--- config.mk ---
export PLATFORM = sky130hd
export DESIGN_NAME = lapy_back
export DESIGN_NICKNAME = d
export VERILOG_FILES = /design/src/rtl/lapy_pkg.sv /design/src/rtl/lapy_back.sv
export SDC_FILE = /design/constraint.sdc
export NUM_CORES = 1
export LEC_CHECK = 0
export BUFFER_PORTS_ARGS = -buffer_cell sky130_fd_sc_hd__buf_2
export CAP_MARGIN = 15
export CORE_ASPECT_RATIO = 0.6
export CORE_MARGIN = 4
export CORE_UTILIZATION = 55
export DETAILED_ROUTE_END_ITERATION = 12
export PLACE_DENSITY = 0.81
export SYNTH_ARGS = -nofsm -noshare
export SYNTH_HDL_FRONTEND = slang
export SYNTH_SLANG_ARGS = --single-unit
export TNS_END_PERCENT = 1
--- constraint.sdc ---
create_clock -name clk -period 3.1 [get_ports clk]
set_clock_uncertainty 0.15 [all_clocks]
set_input_delay 0.31 -clock clk [delete_from_list [all_inputs] [get_ports clk]]
set_output_delay 0.31 -clock clk [all_outputs]
set_load 0.01 [all_outputs]
--- src/rtl/lapy_pkg.sv ---
// Shared types, constants and elaboration-time functions for the look-at pitch/yaw block.
`timescale 1ns / 1ps

package lapy_pkg;

    // Default pipeline configuration.
    localparam int CORDIC_STAGES_DEF   = 18;
    localparam int ANGLE_FRAC_BITS_DEF = 16;

    // Field and datapath widths.
    localparam int COORD_W   = 32;
    localparam int D_W       = COORD_W + 1;
    localparam int SCALE_SH  = 16;
    localparam int MAG_W     = D_W + SCALE_SH;
    localparam int VEC_W     = 54;
    localparam int ANG_W     = 34;
    localparam int ANG_Q     = 30;
    localparam int GAIN_W    = 31;
    localparam int PITCH_W   = 18;
    localparam int YAW_W     = 20;
    localparam int CFG_IDX_W = 2;
    localparam int ATAN_N    = 32;
    localparam int ATAN_W    = 32;

    // Configuration register indexes.
    localparam logic [CFG_IDX_W-1:0] REG_POSITION_X = CFG_IDX_W'(0);
    localparam logic [CFG_IDX_W-1:0] REG_POSITION_Y = CFG_IDX_W'(1);
    localparam logic [CFG_IDX_W-1:0] REG_POSITION_Z = CFG_IDX_W'(2);

    typedef logic signed [VEC_W-1:0] vec_t;
    typedef logic signed [ANG_W-1:0] ang_t;

    // Angles in Q30 radians.
    localparam ang_t HALF_PI_Q30 = ANG_W'(64'd1686629713);
    localparam ang_t PI_Q30      = ANG_W'(64'd3373259426);

    // Input and result transfers.
    typedef struct packed {
        logic signed [COORD_W-1:0] target_x;
        logic signed [COORD_W-1:0] target_y;
        logic signed [COORD_W-1:0] target_z;
    } target_t;

    typedef struct packed {
        logic signed [PITCH_W-1:0] pitch_angle;
        logic signed [YAW_W-1:0]   yaw_angle;
    } angles_t;

    // Special-case flags that ride alongside the vectors.
    typedef struct packed {
        logic dy_zero;
        logic dist_zero;
        logic dy_neg;
        logic dx_zero;
        logic dx_pos;
        logic dz_zero;
        logic dz_pos;
    } flags_t;

    // Front end output: CORDIC start vectors and the gain-scaled dy.
    typedef struct packed {
        vec_t   ax;
        vec_t   az;
        vec_t   yaw_x;
        vec_t   yaw_y;
        vec_t   yk;
        flags_t flags;
    } front_t;

    // Side data carried through the first and the second CORDIC bank.
    typedef struct packed {
        vec_t   yk;
        flags_t flags;
    } bank1_sb_t;

    typedef struct packed {
        ang_t   yaw_z;
        flags_t flags;
    } bank2_sb_t;

    // Arctangent of 2^-i in Q30.
    localparam logic [ATAN_W-1:0] ATAN_Q30 [ATAN_N] = '{
        32'h3243F6A8, 32'h1DAC6705, 32'h0FADBAFC, 32'h07F56EA6, 32'h03FEAB76, 32'h01FFD55B,
        32'h00FFFAAA, 32'h007FFF55, 32'h003FFFEA, 32'h001FFFFD, 32'h000FFFFF, 32'h0007FFFF,
        32'h0003FFFF, 32'h0001FFFF, 32'h0000FFFF, 32'h00007FFF, 32'h00003FFF, 32'h00001FFF,
        32'h00000FFF, 32'h000007FF, 32'h000003FF, 32'h000001FF, 32'h000000FF, 32'h0000007F,
        32'h0000003F, 32'h0000001F, 32'h0000000F, 32'h00000008, 32'h00000004, 32'h00000002,
        32'h00000001, 32'h00000000
    };

    // Integer square root, used only for constants at elaboration.
    function automatic logic [63:0] isqrt64(input logic [63:0] n);
        logic [63:0] rem;
        logic [63:0] res;
        logic [63:0] b;
        logic        started;
        rem     = n;
        res     = '0;
        b       = 64'd1 << 62;
        started = 1'b0;
        for (int j = 0; j < 32; j++)
        begin
            if (!started && (b > rem))
            begin
                b = b >> 2;
            end
            else
            begin
                started = 1'b1;
                if (rem >= res + b)
                begin
                    rem = rem - (res + b);
                    res = (res >> 1) + b;
                end
                else
                begin
                    res = res >> 1;
                end
                b = b >> 2;
            end
        end
        return res;
    endfunction

    // Product of sqrt(1 + 2^-2i) over the stages, Q30.
    function automatic logic [63:0] cordic_gain(input int stages);
        logic [63:0] k;
        logic [63:0] sq;
        k = 64'd1 << ANG_Q;
        for (int i = 0; i < ATAN_N; i++)
        begin
            if (i < stages)
            begin
                sq = 64'd1 << 60;
                if (2 * i <= 60)
                begin
                    sq = sq + (64'd1 << (60 - 2 * i));
                end
                k = (k * isqrt64(sq)) >> ANG_Q;
            end
        end
        return k;
    endfunction

endpackage

--- src/rtl/lapy_back.sv ---
// Back end: special-case angle selection, pi offset, rounding and saturation.
`timescale 1ns / 1ps

module lapy_back #(
    parameter int ANGLE_FRAC_BITS = lapy_pkg::ANGLE_FRAC_BITS_DEF
) (
    input  logic                  clk,
    input  logic                  rst_n,
    input  logic                  res_valid,
    output logic                  res_ready,
    input  lapy_pkg::ang_t        pitch_z,
    input  lapy_pkg::bank2_sb_t   res_sb,
    output logic                  angle_valid,
    input  logic                  angle_ready,
    output lapy_pkg::angles_t     angles
);

    localparam int ANG_W   = lapy_pkg::ANG_W;
    localparam int RW      = ANG_W + 1;
    localparam int RND_S   = lapy_pkg::ANG_Q - ANGLE_FRAC_BITS;
    localparam int PITCH_W = lapy_pkg::PITCH_W;
    localparam int YAW_W   = lapy_pkg::YAW_W;

    localparam logic signed [RW-1:0] RND_HALF = RW'(64'd1 << (RND_S - 1));
    localparam logic signed [RW-1:0] P_LIM    = RW'(64'd1 << (PITCH_W - 1));
    localparam logic signed [RW-1:0] P_MAX    = P_LIM - RW'(1);
    localparam logic signed [RW-1:0] P_MIN    = -P_LIM;
    localparam logic signed [RW-1:0] Y_LIM    = RW'(64'd1 << (YAW_W - 1));
    localparam logic signed [RW-1:0] Y_MAX    = Y_LIM - RW'(1);
    localparam logic signed [RW-1:0] Y_MIN    = -Y_LIM;

    logic              v1_reg;
    lapy_pkg::ang_t    pitch_q_reg, yaw_q_reg;
    lapy_pkg::ang_t    pitch_q_next, yaw_q_next, yaw_base;
    logic              angle_valid_reg;
    lapy_pkg::angles_t angles_reg;
    lapy_pkg::angles_t angles_next;
    logic signed [RW-1:0] pitch_sum, yaw_sum, pitch_sh, yaw_sh;
    logic ld1, ld2;

    assign ld2         = !angle_valid_reg || angle_ready;
    assign ld1         = !v1_reg || ld2;
    assign res_ready   = ld1;
    assign angle_valid = angle_valid_reg;
    assign angles      = angles_reg;

    // Exact angles for the degenerate vectors, pi added when dz is positive.
    always_comb
    begin
        if (res_sb.flags.dy_zero)
        begin
            pitch_q_next = '0;
        end
        else if (res_sb.flags.dist_zero)
        begin
            pitch_q_next = res_sb.flags.dy_neg ? -lapy_pkg::HALF_PI_Q30 : lapy_pkg::HALF_PI_Q30;
        end
        else
        begin
            pitch_q_next = pitch_z;
        end

        if (res_sb.flags.dx_zero)
        begin
            yaw_base = '0;
        end
        else if (res_sb.flags.dz_zero)
        begin
            yaw_base = res_sb.flags.dx_pos ? lapy_pkg::HALF_PI_Q30 : -lapy_pkg::HALF_PI_Q30;
        end
        else
        begin
            yaw_base = res_sb.yaw_z;
        end
        yaw_q_next = yaw_base + (res_sb.flags.dz_pos ? lapy_pkg::PI_Q30 : '0);
    end

    always_ff @(posedge clk or negedge rst_n)
    begin
        if (!rst_n)
        begin
            v1_reg <= 1'b0;
        end
        else if (ld1)
        begin
            v1_reg <= res_valid;
        end
    end

    always_ff @(posedge clk)
    begin
        if (ld1)
        begin
            pitch_q_reg <= pitch_q_next;
            yaw_q_reg   <= yaw_q_next;
        end
    end

    // Round half up to the output fraction, then clamp to the field range.
    always_comb
    begin
        pitch_sum = $signed({pitch_q_reg[ANG_W-1], pitch_q_reg}) + RND_HALF;
        yaw_sum   = $signed({yaw_q_reg[ANG_W-1], yaw_q_reg}) + RND_HALF;
        pitch_sh  = pitch_sum >>> RND_S;
        yaw_sh    = yaw_sum >>> RND_S;

        if (pitch_sh > P_MAX)
        begin
            angles_next.pitch_angle = P_MAX[PITCH_W-1:0];
        end
        else if (pitch_sh < P_MIN)
        begin
            angles_next.pitch_angle = P_MIN[PITCH_W-1:0];
        end
        else
        begin
            angles_next.pitch_angle = pitch_sh[PITCH_W-1:0];
        end

        if (yaw_sh > Y_MAX)
        begin
            angles_next.yaw_angle = Y_MAX[YAW_W-1:0];
        end
        else if (yaw_sh < Y_MIN)
        begin
            angles_next.yaw_angle = Y_MIN[YAW_W-1:0];
        end
        else
        begin
            angles_next.yaw_angle = yaw_sh[YAW_W-1:0];
        end
    end

    always_ff @(posedge clk or negedge rst_n)
    begin
        if (!rst_n)
        begin
            angle_valid_reg <= 1'b0;
        end
        else if (ld2)
        begin
            angle_valid_reg <= v1_reg;
        end
    end

    always_ff @(posedge clk)
    begin
        if (ld2)
        begin
            angles_reg <= angles_next;
        end
    end

endmodule

; Yosys cells after proc, flatten, opt, wreduce, memory -nomap -nowiden
; Cells that the tools add are included.
[word_totals]
word_cells = 25
out_inout_bits = 40
in_bits = 79
reg_bits = 108
[op_classes]
reduce_logical = 4
n_lt_le_gt_ge = 4
n_mux = 8
add_sub_neg = 3
[ops]
columns = op, count
row1 = $mux W34, 5
row2 = $add A34 B15 Y35 const B, 2
row3 = $add A34 B32 Y34, 1
row4 = $mux W32, 1
row5 = $gt A21 B18 Y1 const B, 1
row6 = $gt A21 B20 Y1 const B, 1
row7 = $lt A21 B18 Y1 const B, 1
row8 = $lt A21 B20 Y1 const B, 1
row9 = $mux W20, 1
row10 = $mux W18, 1
row11 = $logic_not A1 Y1, 2
row12 = $logic_or A1 B1 Y1, 2

; Logic depth before layout (Yosys ltp)
[depth]
depth_word = 4
ltp_mapped = 14
depth_no_buf = 10

; Worst setup path after synthesis
; Ideal clock, no wire load.
[synth_path]
path_type = input to register
start = input res_sb[1] (netlist bit)
end = register yaw_q_reg[29] (data pin)
required_ps = 2691
stages = 14
path_slack_ps = 15
t_arrival_ps = 2676
path_buffers = 4
setup_time_ps = 259
cell_sequence = buf_6 > nand2_1 > clkbuf_1 > nand2_1 > clkbuf_1 > nor2_1 > ha_1 > a21oi_1 > o21ai_0 > a21oi_2 > a21oi_2 > buf_4 > o21a_1 > o31a_1
[synth_via]
elab_chain_len = 3
[synth_rtl]
columns = item, line_no
row1 = from (decl), lapy_back.sv:12  ; input lapy_pkg::bank2_sb_t res_sb,
row2 = $mux W34, lapy_back.sv:67  ; else if (res_sb.flags.dz_zero)
row3 = $mux W34, lapy_back.sv:63  ; if (res_sb.flags.dx_zero)
row4 = $add A34 B32 Y34, lapy_back.sv:75  ; yaw_q_next = yaw_base + (res_sb.flags.dz_pos ? lapy_pkg::PI_Q30 : '0);
row5 = net yaw_q_next[29], lapy_back.sv:34  ; lapy_pkg::ang_t pitch_q_next, yaw_q_next, yaw_base;
row6 = to (signal assigned), lapy_back.sv:95  ; yaw_q_reg <= yaw_q_next;
row7 = to (decl), lapy_back.sv:33  ; lapy_pkg::ang_t pitch_q_reg, yaw_q_reg;
; The timed path passes the listed nets, and every way through them passes these cells.
; A chain may end at the register's enable or synchronous reset.

; Final worst setup path
[layout_path]
start = register pitch_q_reg[23]
end = register angles_reg, in the netlist angles[21] (data pin)
[layout_via]
elab_chain_len = 3
elab_cells_between_ends = 4
cone_classes = 1 x add/sub / 2 x order compare / 1 x mux
[layout_rtl]
columns = item, line_no
row1 = from (decl), lapy_back.sv:33
row2 = from (signal assigned), lapy_back.sv:94  ; pitch_q_reg <= pitch_q_next;
row3 = $add A34 B15 Y35 (*), lapy_back.sv:102  ; pitch_sum = $signed({pitch_q_reg[ANG_W-1], pitch_q_reg}) + RND_HALF;
row4 = $lt A21 B18 Y1, lapy_back.sv:111  ; else if (pitch_sh < P_MIN)
row5 = $mux W18, lapy_back.sv:111
row6 = to (signal assigned), lapy_back.sv:150  ; angles_reg <= angles_next;
row7 = to (decl), lapy_back.sv:36  ; lapy_pkg::angles_t angles_reg;
; Every way passes the cells marked *; elsewhere a longest branch is shown, timed or not.

==> impl_metrics.ini <==
[run_status]
status = finished, final reports clean

[synthesis]
ys_seq_area_frac = 0.479
synth_nets = 578
synth_cell_types = 65
synthTopCellsByArea = edfxtp_1, xor2_1, ha_1, o21a_1, o21ai_0
synth_area_um2 = 5110
ys_async_sr_fraction = 0.0244
yosysTopAreaCell = edfxtp_1
synth_top_area_frac = 0.470
synth_enable_flop_cells = 80
yosysMostFrequentCell = edfxtp_1
synth_commonest_cells = edfxtp_1, nand2_1, nor2_1
yosys_warnings = 0
synth_seq_cells = 82
avgSynthCellArea_um2 = 10.6
synth_ff_type = edfxtp_1
postSynthCellCount = 482

[setup_path]
crit_fanout = 17
crit_path_end_kind = register
critPathArrivalTime_ns = 2.72
cp_data_required_time_ns = 2.98
max_stage_delay_ns = 0.59
crit_path_cell_trace = and3_1 -> nand4_2 -> nor4b_2 -> nand2_1 -> a22oi_2 -> o21ai_0
critPathTopFamily = simple AND/OR/NAND/NOR gates
cp_num_buf_inv = 0
critPathSlowestCell = a22oi_2
cp-start-kind = register
worstSetupPathType = register to register

[run]
max-cap-violations = 0

[global_routing]
grt_pass1_wl_mm = 19.8
antenna_found_initial = 0
grt_pass1_vias = 3911
grt_max_degree = 40
grt_remaining_overflow = 0
grt_usage = 0.232

[finish]
insertedDiodeCount = 0
largest_register_ffs = 38
multi_input_area_um2 = 2530
nets = 693
final-seq-area_um2 = 2450
n_fill_cell = 669
final_area_um2 = 6120
drive_gt1_frac = 0.261
fin_util = 0.697
synthToLayoutAreaGrowth_pct = 19.7

[clock_tree]
cts_buffer_depth = 2
post_cts.repair.setup_buffers = 0
htreeDepth = 3
cts_made_buffers = 9
cts_sinks = 82
cts-root-buf = clkbuf_16
cts_tree = done
clock_latency_ns = 0.34
path_clk_slew_ns = 0.06

[timing]
max_freq_ghz = 0.352
finalSetupViolCount = 0
post-route-period-util = 0.917
rsz0062_at_grt = false
report.final.hold_viol_count = 0
slew_headroom = 0.434
fin_crit_ns = 2.84
worst_slew_pin_slew_ns = 0.849
fin_ws_ns = 0.257
final_max_slew_viol_count = 0

[route]
post_drt_wl_per_cell_um = 17.6
drt-total-wl_mm = 12.6
firstDrtPassIters = 5
vias = 4251
ant_nets = 0
via_per_inst = 5.95
drc_errors = 0
drt_iter0_drc = 445

[placed_design]
place_ws_ns = -0.0192
place_hpwl_mm = 9.73
gp_congestion = 0.930
portBuffers = 104
postPlaceCellArea_um2 = 5810

[die]
fp-row-count = 26
die_w_um = 132
core-area_um2 = 8780
ios = 119
initial_utilization = 0.582
die_area_um2 = 11000
dieHeight_um = 82.7

[power_and_ir_drop]
power_mw = 3.22
powerDensity_nw_per_um2 = 526
p_leak_nw = 2.48
ir_worst_vdd_mv = 0.309

[min_path]
hp-class = input pin to register
## layout by cell type (no fill, tap or decap), types with 2 or more instances in the layout
cell / n
o211ai_1: 3
a21o_1: 4
nand4_2: 2
a211oi_2: 2
edfxtp_1: 80
xor2_1: 32
o21ai_0: 34
nand3_1: 13
and2_1: 5
nand4b_1: 4
a211oi_1: 2
nor2_1: 36
mux2_2: 2
and3_1: 6
o21a_1: 27
nor2b_1: 4
inv_6: 2
nand2_1: 43
a21boi_0: 2
nor3_1: 7
dfrtp_1: 2
clkbuf_16: 9
o31ai_1: 2
inv_1: 13
a21oi_2: 2
nor4_1: 2
nand4_1: 12
a21oi_1: 29
nand2b_1: 21
ha_1: 17
a31oi_1: 6
mux2i_1: 4
nand3b_1: 3
buf_4: 14
buf_2: 104
xnor2_1: 11
or3_1: 2
and4_1: 5
## worst paths after layout
| check | from | end | slack (ns) | depth (start not counted) |
|---|---|---|---|---|
| hold / removal | res_valid | v1_reg$_DFFE_PN0P_ | 0.05 | 2 |
| min in group asynchronous | rst_n | v1_reg$_DFFE_PN0P_ | 0.19 | 2 |
| setup reg to reg | pitch_q_reg[23]$_SDFFCE_PP0P_ | angles[21]$_SDFFCE_PN1P_ | 0.26 | 6 |
| setup / recovery | pitch_q_reg[23]$_SDFFCE_PP0P_ | angles[21]$_SDFFCE_PN1P_ | 0.26 | 6 |
| hold reg to reg | v1_reg$_DFFE_PN0P_ | angle_valid$_DFFE_PN0P_ | 0.38 | 1 |
| max in group asynchronous | rst_n | angle_valid$_DFFE_PN0P_ | 2.50 | 2 |
## worst register-to-register path: stages (launching register included)
cell	delay, ns
edfxtp_1	0.51
and3_1	0.32
nand4_2	0.22
nor4b_2	0.37
nand2_1	0.11
a22oi_2	0.59
o21ai_0	0.26
## layout make-up
type	count	area share
well taps	112	0.0229
clock inverters	7	0.0125
clock buffers	9	0.0368
flip-flops and latches	82	0.400
multi-input cells	371	0.412
repair buffers	120	0.107
inverters	13	0.00797
## metal layers
layer  wire [um]  global-route usage  part of all wire  vias to the layer above
li1            -                   -                 -                     2043
met2        5260               0.340              0.42                      224
met3        1260              0.0666              0.10                       19
met4         142              0.0591             0.011                        0
met5           0                   0                 0                        -
met1        5940               0.339              0.47                     1965
## power by group
part | leakage (nW) | switching (mW) | internal [mW] | total (mW)
clock network | 0.150 | 0.434 | 0.632 | 1.07
logic | 1.48 | 0.360 | 0.260 | 0.621
registers | 0.851 | 0.110 | 1.42 | 1.53
total | 2.48 | 0.905 | 2.31 | 3.22
## kinds of logic (layout without fill, tap and decap cells)
family	after synthesis	in the layout	share of synthesized area
adder cells (fa/ha/maj)	17	17	0.0416
multiplexers	6	6	0.0122
buffers and inverters	29	149	0.0267
AND/OR/NAND/NOR	171	171	0.181
flip-flops	82	82	0.479
XOR/XNOR	43	43	0.0736
AO/OA/AOI/OAI	134	134	0.186
## stage by stage
stage / TNS [ns] / hold WS (ns) / std cells
finish: 0 / 0.0480 / 714
global route: 0 / 0.0517 / 714
CTS: 0 / 0.0500 / 714
detailed placement: -0.0192 / -0.0504 / 697
global placement: 0 / -0.0492 / 697
floorplan: 0 / -0.136 / 482
## what timing repair did
item,4_1_cts,5_1_grt
gates resized for setup,0,0
hold buffers,1,0
endpoints found under the hold margin,2,0
No activity file was read; power rests on OpenSTA's default activity.
