## src/rtl/lapy_pkg.sv

```systemverilog
// Shared types, constants and elaboration-time functions for the look-at pitch/yaw block.
`timescale 1ns / 1ps

package lapy_pkg;

    // Default pipeline configuration.
    localparam int CORDIC_STAGES_DEF   = 18;
    localparam int ANGLE_FRAC_BITS_DEF = 16;

    // Field and datapath widths.
    localparam int COORD_W   = 32;
    localparam int D_W       = COORD_W + 1;
    localparam int SCALE_SH  = 16;
    localparam int MAG_W     = D_W + SCALE_SH;
    localparam int VEC_W     = 54;
    localparam int ANG_W     = 34;
    localparam int ANG_Q     = 30;
    localparam int GAIN_W    = 31;
    localparam int PITCH_W   = 18;
    localparam int YAW_W     = 20;
    localparam int CFG_IDX_W = 2;
    localparam int ATAN_N    = 32;
    localparam int ATAN_W    = 32;

    // Configuration register indexes.
    localparam logic [CFG_IDX_W-1:0] REG_POSITION_X = CFG_IDX_W'(0);
    localparam logic [CFG_IDX_W-1:0] REG_POSITION_Y = CFG_IDX_W'(1);
    localparam logic [CFG_IDX_W-1:0] REG_POSITION_Z = CFG_IDX_W'(2);

    typedef logic signed [VEC_W-1:0] vec_t;
    typedef logic signed [ANG_W-1:0] ang_t;

    // Angles in Q30 radians.
    localparam ang_t HALF_PI_Q30 = ANG_W'(64'd1686629713);
    localparam ang_t PI_Q30      = ANG_W'(64'd3373259426);

    // Input and result transfers.
    typedef struct packed {
        logic signed [COORD_W-1:0] target_x;
        logic signed [COORD_W-1:0] target_y;
        logic signed [COORD_W-1:0] target_z;
    } target_t;

    typedef struct packed {
        logic signed [PITCH_W-1:0] pitch_angle;
        logic signed [YAW_W-1:0]   yaw_angle;
    } angles_t;

    // Special-case flags that ride alongside the vectors.
    typedef struct packed {
        logic dy_zero;
        logic dist_zero;
        logic dy_neg;
        logic dx_zero;
        logic dx_pos;
        logic dz_zero;
        logic dz_pos;
    } flags_t;

    // Front end output: CORDIC start vectors and the gain-scaled dy.
    typedef struct packed {
        vec_t   ax;
        vec_t   az;
        vec_t   yaw_x;
        vec_t   yaw_y;
        vec_t   yk;
        flags_t flags;
    } front_t;

    // Side data carried through the first and the second CORDIC bank.
    typedef struct packed {
        vec_t   yk;
        flags_t flags;
    } bank1_sb_t;

    typedef struct packed {
        ang_t   yaw_z;
        flags_t flags;
    } bank2_sb_t;

    // Arctangent of 2^-i in Q30.
    localparam logic [ATAN_W-1:0] ATAN_Q30 [ATAN_N] = '{
        32'h3243F6A8, 32'h1DAC6705, 32'h0FADBAFC, 32'h07F56EA6, 32'h03FEAB76, 32'h01FFD55B,
        32'h00FFFAAA, 32'h007FFF55, 32'h003FFFEA, 32'h001FFFFD, 32'h000FFFFF, 32'h0007FFFF,
        32'h0003FFFF, 32'h0001FFFF, 32'h0000FFFF, 32'h00007FFF, 32'h00003FFF, 32'h00001FFF,
        32'h00000FFF, 32'h000007FF, 32'h000003FF, 32'h000001FF, 32'h000000FF, 32'h0000007F,
        32'h0000003F, 32'h0000001F, 32'h0000000F, 32'h00000008, 32'h00000004, 32'h00000002,
        32'h00000001, 32'h00000000
    };

    // Integer square root, used only for constants at elaboration.
    function automatic logic [63:0] isqrt64(input logic [63:0] n);
        logic [63:0] rem;
        logic [63:0] res;
        logic [63:0] b;
        logic        started;
        rem     = n;
        res     = '0;
        b       = 64'd1 << 62;
        started = 1'b0;
        for (int j = 0; j < 32; j++)
        begin
            if (!started && (b > rem))
            begin
                b = b >> 2;
            end
            else
            begin
                started = 1'b1;
                if (rem >= res + b)
                begin
                    rem = rem - (res + b);
                    res = (res >> 1) + b;
                end
                else
                begin
                    res = res >> 1;
                end
                b = b >> 2;
            end
        end
        return res;
    endfunction

    // Product of sqrt(1 + 2^-2i) over the stages, Q30.
    function automatic logic [63:0] cordic_gain(input int stages);
        logic [63:0] k;
        logic [63:0] sq;
        k = 64'd1 << ANG_Q;
        for (int i = 0; i < ATAN_N; i++)
        begin
            if (i < stages)
            begin
                sq = 64'd1 << 60;
                if (2 * i <= 60)
                begin
                    sq = sq + (64'd1 << (60 - 2 * i));
                end
                k = (k * isqrt64(sq)) >> ANG_Q;
            end
        end
        return k;
    endfunction

endpackage

```

## src/rtl/lapy_front.sv

```systemverilog
// Front end: position registers, difference, special-case flags and gain-scaled dy.
`timescale 1ns / 1ps

module lapy_front #(
    parameter int CORDIC_STAGES = lapy_pkg::CORDIC_STAGES_DEF
) (
    input  logic                             clk,
    input  logic                             rst_n,
    input  logic                             cfg_valid,
    input  logic [lapy_pkg::CFG_IDX_W-1:0]   cfg_index,
    input  logic [lapy_pkg::COORD_W-1:0]     cfg_data,
    input  logic                             target_valid,
    output logic                             target_ready,
    input  lapy_pkg::target_t                target,
    output logic                             prep_valid,
    input  logic                             prep_ready,
    output lapy_pkg::front_t                 prep
);

    localparam int D_W     = lapy_pkg::D_W;
    localparam int VEC_W   = lapy_pkg::VEC_W;
    localparam int MAG_W   = lapy_pkg::MAG_W;
    localparam int SH      = lapy_pkg::SCALE_SH;
    localparam int GAIN_W  = lapy_pkg::GAIN_W;
    localparam int LO_W    = 20;
    localparam int HI_W    = MAG_W - LO_W;
    localparam int HI_SH   = lapy_pkg::ANG_Q - LO_W;
    localparam int HK_W    = HI_W + GAIN_W;
    localparam int LK_W    = LO_W + GAIN_W;
    localparam int YK_W    = HK_W - HI_SH + 1;
    localparam logic [63:0] GAIN_FULL = lapy_pkg::cordic_gain(CORDIC_STAGES);
    localparam logic [GAIN_W-1:0] GAIN_K = GAIN_FULL[GAIN_W-1:0];

    logic signed [lapy_pkg::COORD_W-1:0] position_x_reg;
    logic signed [lapy_pkg::COORD_W-1:0] position_y_reg;
    logic signed [lapy_pkg::COORD_W-1:0] position_z_reg;

    // Stage 1: difference.
    logic                  v1_reg;
    logic signed [D_W-1:0] dx_reg, dy_reg, dz_reg;
    logic signed [D_W-1:0] dx_next, dy_next, dz_next;

    // Stage 2: magnitudes, yaw vector and flags.
    logic                v2_reg;
    lapy_pkg::vec_t      ax2_reg, az2_reg, yx2_reg, yy2_reg;
    logic [MAG_W-1:0]    ady2_reg;
    lapy_pkg::flags_t    flags2_reg;
    logic                none2_reg;
    lapy_pkg::vec_t      ax2_next, az2_next, yx2_next, yy2_next;
    logic [MAG_W-1:0]    ady2_next;
    lapy_pkg::flags_t    flags2_next;
    logic                none2_next;
    logic [D_W-1:0]      adx, ady, adz;
    lapy_pkg::vec_t      dxs, dzs;

    // Stage 3: partial products of dy and the gain.
    logic                v3_reg;
    lapy_pkg::vec_t      ax3_reg, az3_reg, yx3_reg, yy3_reg;
    lapy_pkg::flags_t    flags3_reg;
    logic [HK_W-1:0]     hk3_reg;
    logic [LK_W-1:0]     lk3_reg;
    logic [HK_W-1:0]     hk3_next;
    logic [LK_W-1:0]     lk3_next;

    // Stage 4: gain-scaled dy with its sign.
    logic                v4_reg;
    lapy_pkg::front_t    prep_reg;
    lapy_pkg::front_t    prep_next;
    logic [YK_W-1:0]     yk_mag;

    logic ld1, ld2, ld3, ld4;

    // Stall chain: a stage takes new data when it is empty or moves on.
    assign ld4          = !v4_reg || prep_ready;
    assign ld3          = !v3_reg || ld4;
    assign ld2          = !v2_reg || ld3;
    assign ld1          = !v1_reg || ld2;
    assign target_ready = ld1;
    assign prep_valid   = v4_reg;
    assign prep         = prep_reg;

    // Position registers, written by configuration transfers.
    always_ff @(posedge clk or negedge rst_n)
    begin
        if (!rst_n)
        begin
            position_x_reg <= '0;
            position_y_reg <= '0;
            position_z_reg <= '0;
        end
        else if (cfg_valid)
        begin
            case (cfg_index)
                lapy_pkg::REG_POSITION_X: position_x_reg <= cfg_data;
                lapy_pkg::REG_POSITION_Y: position_y_reg <= cfg_data;
                lapy_pkg::REG_POSITION_Z: position_z_reg <= cfg_data;
                default: ;
            endcase
        end
    end

    // Exact difference in 33 bits.
    always_comb
    begin
        dx_next = {position_x_reg[31], position_x_reg} - {target.target_x[31], target.target_x};
        dy_next = {position_y_reg[31], position_y_reg} - {target.target_y[31], target.target_y};
        dz_next = {position_z_reg[31], position_z_reg} - {target.target_z[31], target.target_z};
    end

    always_ff @(posedge clk or negedge rst_n)
    begin
        if (!rst_n)
        begin
            v1_reg <= 1'b0;
        end
        else if (ld1)
        begin
            v1_reg <= target_valid;
        end
    end

    always_ff @(posedge clk)
    begin
        if (ld1)
        begin
            dx_reg <= dx_next;
            dy_reg <= dy_next;
            dz_reg <= dz_next;
        end
    end

    // Absolute values, scaled vectors and the special-case flags.
    always_comb
    begin
        adx = dx_reg[D_W-1] ? D_W'(-dx_reg) : dx_reg;
        ady = dy_reg[D_W-1] ? D_W'(-dy_reg) : dy_reg;
        adz = dz_reg[D_W-1] ? D_W'(-dz_reg) : dz_reg;
        dxs = lapy_pkg::vec_t'(dx_reg) <<< SH;
        dzs = lapy_pkg::vec_t'(dz_reg) <<< SH;

        ax2_next  = lapy_pkg::vec_t'({{(VEC_W-MAG_W){1'b0}}, adx, {SH{1'b0}}});
        az2_next  = lapy_pkg::vec_t'({{(VEC_W-MAG_W){1'b0}}, adz, {SH{1'b0}}});
        ady2_next = {ady, {SH{1'b0}}};
        // The yaw vector is turned into the right half plane.
        yx2_next  = dz_reg[D_W-1] ? -dzs : dzs;
        yy2_next  = dz_reg[D_W-1] ? -dxs : dxs;

        flags2_next.dy_zero   = (dy_reg == '0);
        flags2_next.dist_zero = (dx_reg == '0) && (dz_reg == '0);
        flags2_next.dy_neg    = dy_reg[D_W-1];
        flags2_next.dx_zero   = (dx_reg == '0);
        flags2_next.dx_pos    = !dx_reg[D_W-1] && (dx_reg != '0);
        flags2_next.dz_zero   = (dz_reg == '0);
        flags2_next.dz_pos    = !dz_reg[D_W-1] && (dz_reg != '0);
        none2_next = (dx_reg == '0) && (dy_reg == '0) && (dz_reg == '0);
    end

    always_ff @(posedge clk or negedge rst_n)
    begin
        if (!rst_n)
        begin
            v2_reg <= 1'b0;
        end
        else if (ld2)
        begin
            v2_reg <= v1_reg;
        end
    end

    always_ff @(posedge clk)
    begin
        if (ld2)
        begin
            ax2_reg    <= ax2_next;
            az2_reg    <= az2_next;
            yx2_reg    <= yx2_next;
            yy2_reg    <= yy2_next;
            ady2_reg   <= ady2_next;
            flags2_reg <= flags2_next;
            none2_reg  <= none2_next;
        end
    end

    // Gain multiply split into a high and a low partial product.
    always_comb
    begin
        hk3_next = ady2_reg[MAG_W-1:LO_W] * GAIN_K;
        lk3_next = ady2_reg[LO_W-1:0] * GAIN_K;
    end

    // A target equal to the position is dropped here and gives no result.
    always_ff @(posedge clk or negedge rst_n)
    begin
        if (!rst_n)
        begin
            v3_reg <= 1'b0;
        end
        else if (ld3)
        begin
            v3_reg <= v2_reg && !none2_reg;
        end
    end

    always_ff @(posedge clk)
    begin
        if (ld3)
        begin
            ax3_reg    <= ax2_reg;
            az3_reg    <= az2_reg;
            yx3_reg    <= yx2_reg;
            yy3_reg    <= yy2_reg;
            flags3_reg <= flags2_reg;
            hk3_reg    <= hk3_next;
            lk3_reg    <= lk3_next;
        end
    end

    // Sum of the partial products, each truncated on its own, then the sign of dy.
    always_comb
    begin
        yk_mag = {1'b0, hk3_reg[HK_W-1:HI_SH]}
               + YK_W'(lk3_reg[LK_W-1:lapy_pkg::ANG_Q]);
        prep_next.ax    = ax3_reg;
        prep_next.az    = az3_reg;
        prep_next.yaw_x = yx3_reg;
        prep_next.yaw_y = yy3_reg;
        prep_next.yk    = flags3_reg.dy_neg
                        ? -lapy_pkg::vec_t'({{(VEC_W-YK_W){1'b0}}, yk_mag})
                        : lapy_pkg::vec_t'({{(VEC_W-YK_W){1'b0}}, yk_mag});
        prep_next.flags = flags3_reg;
    end

    always_ff @(posedge clk or negedge rst_n)
    begin
        if (!rst_n)
        begin
            v4_reg <= 1'b0;
        end
        else if (ld4)
        begin
            v4_reg <= v3_reg;
        end
    end

    always_ff @(posedge clk)
    begin
        if (ld4)
        begin
            prep_reg <= prep_next;
        end
    end

endmodule

```

## config.mk

```make
export PLATFORM = sky130hd
export DESIGN_NAME = lapy_front
export DESIGN_NICKNAME = d
export VERILOG_FILES = /design/src/rtl/lapy_pkg.sv /design/src/rtl/lapy_front.sv
export SDC_FILE = /design/constraint.sdc
export NUM_CORES = 2
export LEC_CHECK = 0
export BUFFER_PORTS_ARGS = -buffer_cell sky130_fd_sc_hd__buf_4
export CORE_UTILIZATION = 50
export CTS_CLUSTER_SIZE = 40
export DETAILED_ROUTE_END_ITERATION = 6
export PLACE_DENSITY = 0.69
export SYNTH_ARGS = -nofsm -noshare
export SYNTH_HDL_FRONTEND = slang
export SYNTH_SLANG_ARGS = --single-unit
export TNS_END_PERCENT = 100
```

## constraint.sdc

```tcl
create_clock -name clk -period 10.1 [get_ports clk]
set_input_delay 1.515 -clock clk [delete_from_list [all_inputs] [get_ports clk]]
set_output_delay 1.515 -clock clk [all_outputs]
set_load 0.03 [all_outputs]
```

* Word level (Yosys, flattened, before mapping)
Index checks and enable logic that the tools add are counted.
** Word-level totals
- Output and inout bits :: 279
- Input port bits :: 135
- Logic and storage cells :: 100
- Register bits after elaboration :: 925
** Cells by class
- $add $sub $neg :: 10
- Reduce and logical (&&, ||, !) cells :: 26
- Multiply operators :: 2
- Equal/unequal tests :: 2
- Mux-type cells :: 6
** Operators by type and width (count)
- $neg A49 Y54 :: 2
- $logic_not A33 Y1 :: 3
- $neg A33 Y33 :: 3
- $sub A32 B32 Y33 :: 3
- $mux W32 :: 3
- $reduce_bool A33 Y1 :: 2
- $mul A29 B31 Y60 const B :: 1
- $mux W54 :: 1
- $neg A51 Y54 :: 1
- $add A50 B21 Y51 :: 1
- $mux W51 :: 1
- $mux W48 :: 1
- $mul A4 B31 Y35 const B :: 1
- $logic_not A1 Y1 :: 7
- $logic_and A1 B1 Y1 :: 6
- $reduce_and A2 Y1 :: 3
- $logic_or A1 B1 Y1 :: 4
- $eq A2 B1 Y1 const B :: 1
- $eq A2 B2 Y1 const B :: 1
- $logic_not A2 Y1 :: 1

* Logic depth before layout (Yosys ltp)
- Word-level depth :: 5
- Depth in mapped cells :: 25
- Mapped depth without buffers :: 25

* Worst setup path before layout
No wires, ideal clock.
- Path type :: input to register
- Start :: in prep_ready
- End :: reg ady2_reg[16], enable pin
- Buffers on the path :: 0
- Required time :: 8468 ps
- Arrival :: 5086 ps
- Cell stages on the path :: 2
- Library setup time :: 1632 ps
- Setup slack :: 3381 ps
- Cell sequence :: nor2b_1 > nand3_1
** Between the ends
- Longest elaborated chain between the ends :: 3
** RTL lines
- from (decl) :: RTL line lapy_front.sv:16 : input logic prep_ready,
- $logic_or A1 B1 Y1 :: RTL line lapy_front.sv:74 : assign ld4 = !v4_reg || prep_ready;
- $logic_or A1 B1 Y1 :: RTL line lapy_front.sv:75 : assign ld3 = !v3_reg || ld4;
- $logic_or A1 B1 Y1 :: RTL line lapy_front.sv:76 : assign ld2 = !v2_reg || ld3;
- named net ld2 :: RTL line lapy_front.sv:71 : logic ld1, ld2, ld3, ld4;
- to (signal assigned) :: RTL line lapy_front.sv:178 : ady2_reg <= ady2_next;
- to (decl) :: RTL line lapy_front.sv:46 : logic [MAG_W-1:0] ady2_reg;
The timed path passes the listed nets, and every way through them passes these cells.
A chain may end at the register's enable or synchronous reset.

* Worst setup path after layout
- Start :: reg ady2_reg[38]
- End :: reg hk3_reg[57] (data pin)
** Between the ends
- Longest elaborated chain between the ends :: 1
** RTL lines
- $mul A29 B31 Y60 :: RTL line lapy_front.sv:187 : hk3_next = ady2_reg[MAG_W-1:LO_W] * GAIN_K;
- named net hk3_next[57] :: RTL line lapy_front.sv:62 : logic [HK_W-1:0] hk3_next;
- to (signal assigned) :: RTL line lapy_front.sv:213 : hk3_reg <= hk3_next;
- to (decl) :: RTL line lapy_front.sv:60 : logic [HK_W-1:0] hk3_reg;
The timed path passes the listed nets, and every way through them passes these cells.

==> impl_metrics.py <==
metrics = {
    "drt": {
        "drc": 0,
        "post_drt_wl_per_cell_um": 19.60,
        "drt_iter0_drc": 2015,
        "drtAntennaViolNets": 0,
        "viasPerCell": 5.291,
        "dr.pass1.iters": 5,
        "wl_um": 106500,
        "vias": 28770,
    },
    "die": {
        "die_width_um": 306.1,
        "ioPinCount": 414,
        "num_rows": 111,
        "core-area_um2": 91660,
        "die_h_um": 306.1,
        "die_area_um2": 93680,
        "start_util_pct": 50.43,
    },
    "sta": {
        "slew_viol_final": 0,
        "fin_crit_ps": 7003,
        "hold_viol": 0,
        "worst_slew_pin_slew_ps": 1121,
        "rsz0062_at_grt": "false",
        "setup_viol": 0,
        "fin_crit_sh_pct": 69.34,
        "setup-tns-final_ps": 0,
        "setup_ws_ps": 3097,
        "relSlewSlack_pct": 25.30,
        "finClkSkew_ps": 30.27,
        "fmaxAchievable_mhz": 142.8,
    },
    "clock_network": {
        "post_cts_buffers": 0,
        "ctsHoldBuffers": 0,
        "cts.clk_slew.worst_paths_ps": 60,
        "cts_tree": "done",
        "insertion_delay_ps": 660,
        "cts_made_buffers": 78,
        "tritoncts_num_sinks": 703,
        "htree_levels": 3,
        "cts_max_path_buffers": 3,
        "cts_resized": 0,
        "root_buffer": "clkbuf_16",
    },
    "grt": {
        "grt_pass1_wl_um": 162000,
        "grt_overflow": 0,
        "gr-usage-met2_pct": 35.01,
        "antenna_found_initial": 2,
        "grt.total_usage_pct": 22.79,
        "grt_use_met3_pct": 5.060,
        "first_global_vias": 28010,
        "top_usage_layer": "met2",
        "use_met1_pct": 32.49,
        "grt_max_degree": 111,
    },
    "worst_setup_path": {
        "worstPathMaxFanout": 10,
        "cp.depth": 25,
        "cpMostUsedCell": "inv_1",
        "critPathMaxStageDelay_ps": 610,
        "path_delay_family": "adder cells",
        "critPathKind": "reg2reg",
        "timing.rr.start": "ady2_reg[38]",
        "rr_worst_depth": 25,
        "r2r-end": "hk3_reg[57]",
        "setup.worst_path.start_class": "flip-flop",
        "slowest_stage": "edfxtp_1",
        "worst_setup_path_end_kind": "flip-flop",
        "worstPathArrival_ps": 7390,
        "path_buf_inv": 6,
        "cp_data_required_time_ps": 10490,
        "r2r_slack_ps": 3100,
    },
    "flow_run": {
        "maxCapViolations": 0,
    },
    "place": {
        "dpl.hpwl_um": 85380,
        "pre_cts_ws_ps": 3096,
        "portBuffers": 339,
        "finalWeightedCongestion": 0.9297,
    },
    "synthesis": {
        "yosysSeqAreaShare_pct": 44.58,
        "synth_area_leaders": "edfxtp_1 (39%), ha_1 (14%), fa_1 (10%)",
        "synth_area_um2": 46230,
        "synth.top_cell.area_share_pct": 39.17,
        "synth_top_cell_by_area": "edfxtp_1",
        "synth_edf_count": 603,
        "synthFlopType": "edfxtp_1",
        "yosys.cell_types.count": 86,
        "netlist_instances": 3830,
        "synthArstFlopShare_pct": 14.22,
        "synth_warnings": 0,
        "ys_ff_latch": 703,
        "syn_area_per_cell_um2": 12.07,
    },
    "min_path": {
        "min_path_cells": 0,
        "hold_end": "prep[149]",
        "hold_class": "reg2reg",
        "worstHoldStart": "yx3_reg[34]",
    },
    "final_layout": {
        "drive_above_1_share_pct": 14.42,
        "largest_register_ff_count": 169,
        "nNetsFinal": 5086,
        "syn_to_final_growth_pct": 13.08,
    },
    "outcome": {
        "status": "finished clean",
    },
}
placed cells by master, fill, tap and decap left out, types with 9 or more instances in the layout:
cell type / instances
a21o_1: 79
buf_4: 352
clkbuf_1: 17
o21bai_1: 22
o211ai_1: 11
dfrtp_1: 100
or2_2: 13
nor2b_1: 22
and4_1: 13
edfxtp_1: 603
a211oi_1: 17
fa_1: 236
conb_1: 79
a21oi_1: 124
xor2_1: 77
xnor2_1: 277
clkinv_1: 12
nor4_1: 12
or4_1: 21
mux2_2: 94
clkinv_2: 9
or3_1: 36
a31oi_1: 11
and3_1: 18
o21ai_0: 139
nand2_1: 181
o41ai_1: 14
inv_1: 545
nand3_1: 46
o31ai_1: 38
clkbuf_16: 79
nand4_1: 29
and2_1: 21
o21a_1: 27
nor3_1: 42
nand2b_1: 31
nor2_1: 126
ha_1: 528
per-layer routing:
| layer | wire (µm) | part of all wire [%] |
|---|---|---|
| met5 | 0 | 0 |
| met4 | 2681 | 2.5 |
| met3 | 7320 | 6.9 |
| met2 | 47390 | 44 |
| met1 | 49150 | 46 |
cells in the mapped netlist, drive strengths merged (29+ instances only):
cell type  count
a21o          79
xnor2        277
or3           44
o31ai         39
nand4         29
buf          115
clkbuf        39
nand3         47
edfxtp       603
mux2          94
inv          546
dfrtp        100
nor2         126
nand2b        31
nand2        182
nor3          42
o21ai        141
ha           528
fa           236
xor2          77
a21oi        125
final cells by class:
class                           count  area [µm²]
Timing Repair Buffer              353        2663
Inverter                          546        2054
Antenna cell                        1       2.502
Clock inverter                     44       505.5
Clock buffer                       99        2082
Sequential cell                   703       20610
Multi-Input combinational cell   2505       22870
Tap cell                         1186        1484
Fill cell                        7681       39390
worst max path at each step:
stage,from,endpoint,slack (ps)
after floorplan,prep_ready,ady2_reg[16],3380
after global placement,ady2_reg[38],hk3_reg[57],3200
after detailed placement,ady2_reg[38],hk3_reg[57],3100
after CTS,ady2_reg[38],hk3_reg[57],3080
after global routing,ady2_reg[38],hk3_reg[57],2740
final,ady2_reg[38],hk3_reg[57],3100
metrics by stage:
stage,std cells,util (%),cell area [µm²],hold slack (ps)
after detailed placement,5293,54.20,49680,404.5
after CTS,5436,57.03,52270,397.2
after floorplan,3908,-,46520,399.2
final,5437,57.03,52270,402.0
after global placement,5293,54.20,49680,400.2
after global routing,5437,57.03,52270,416.8
cells by family after synthesis:
kind of cell / count (synthesis) / share of synthesized area [%]
compound gates: 560 / 7.954
xor+xnor: 354 / 6.707
fa+ha+maj: 764 / 24.51
buf+inv: 700 / 6.628
flops: 703 / 44.58
mux: 96 / 2.333
other cells: 1 / 0.008112
simple gates: 652 / 7.278
Power is not shown: default switching activity piles up to over one toggle a cycle in this logic, so the estimate is an artifact.
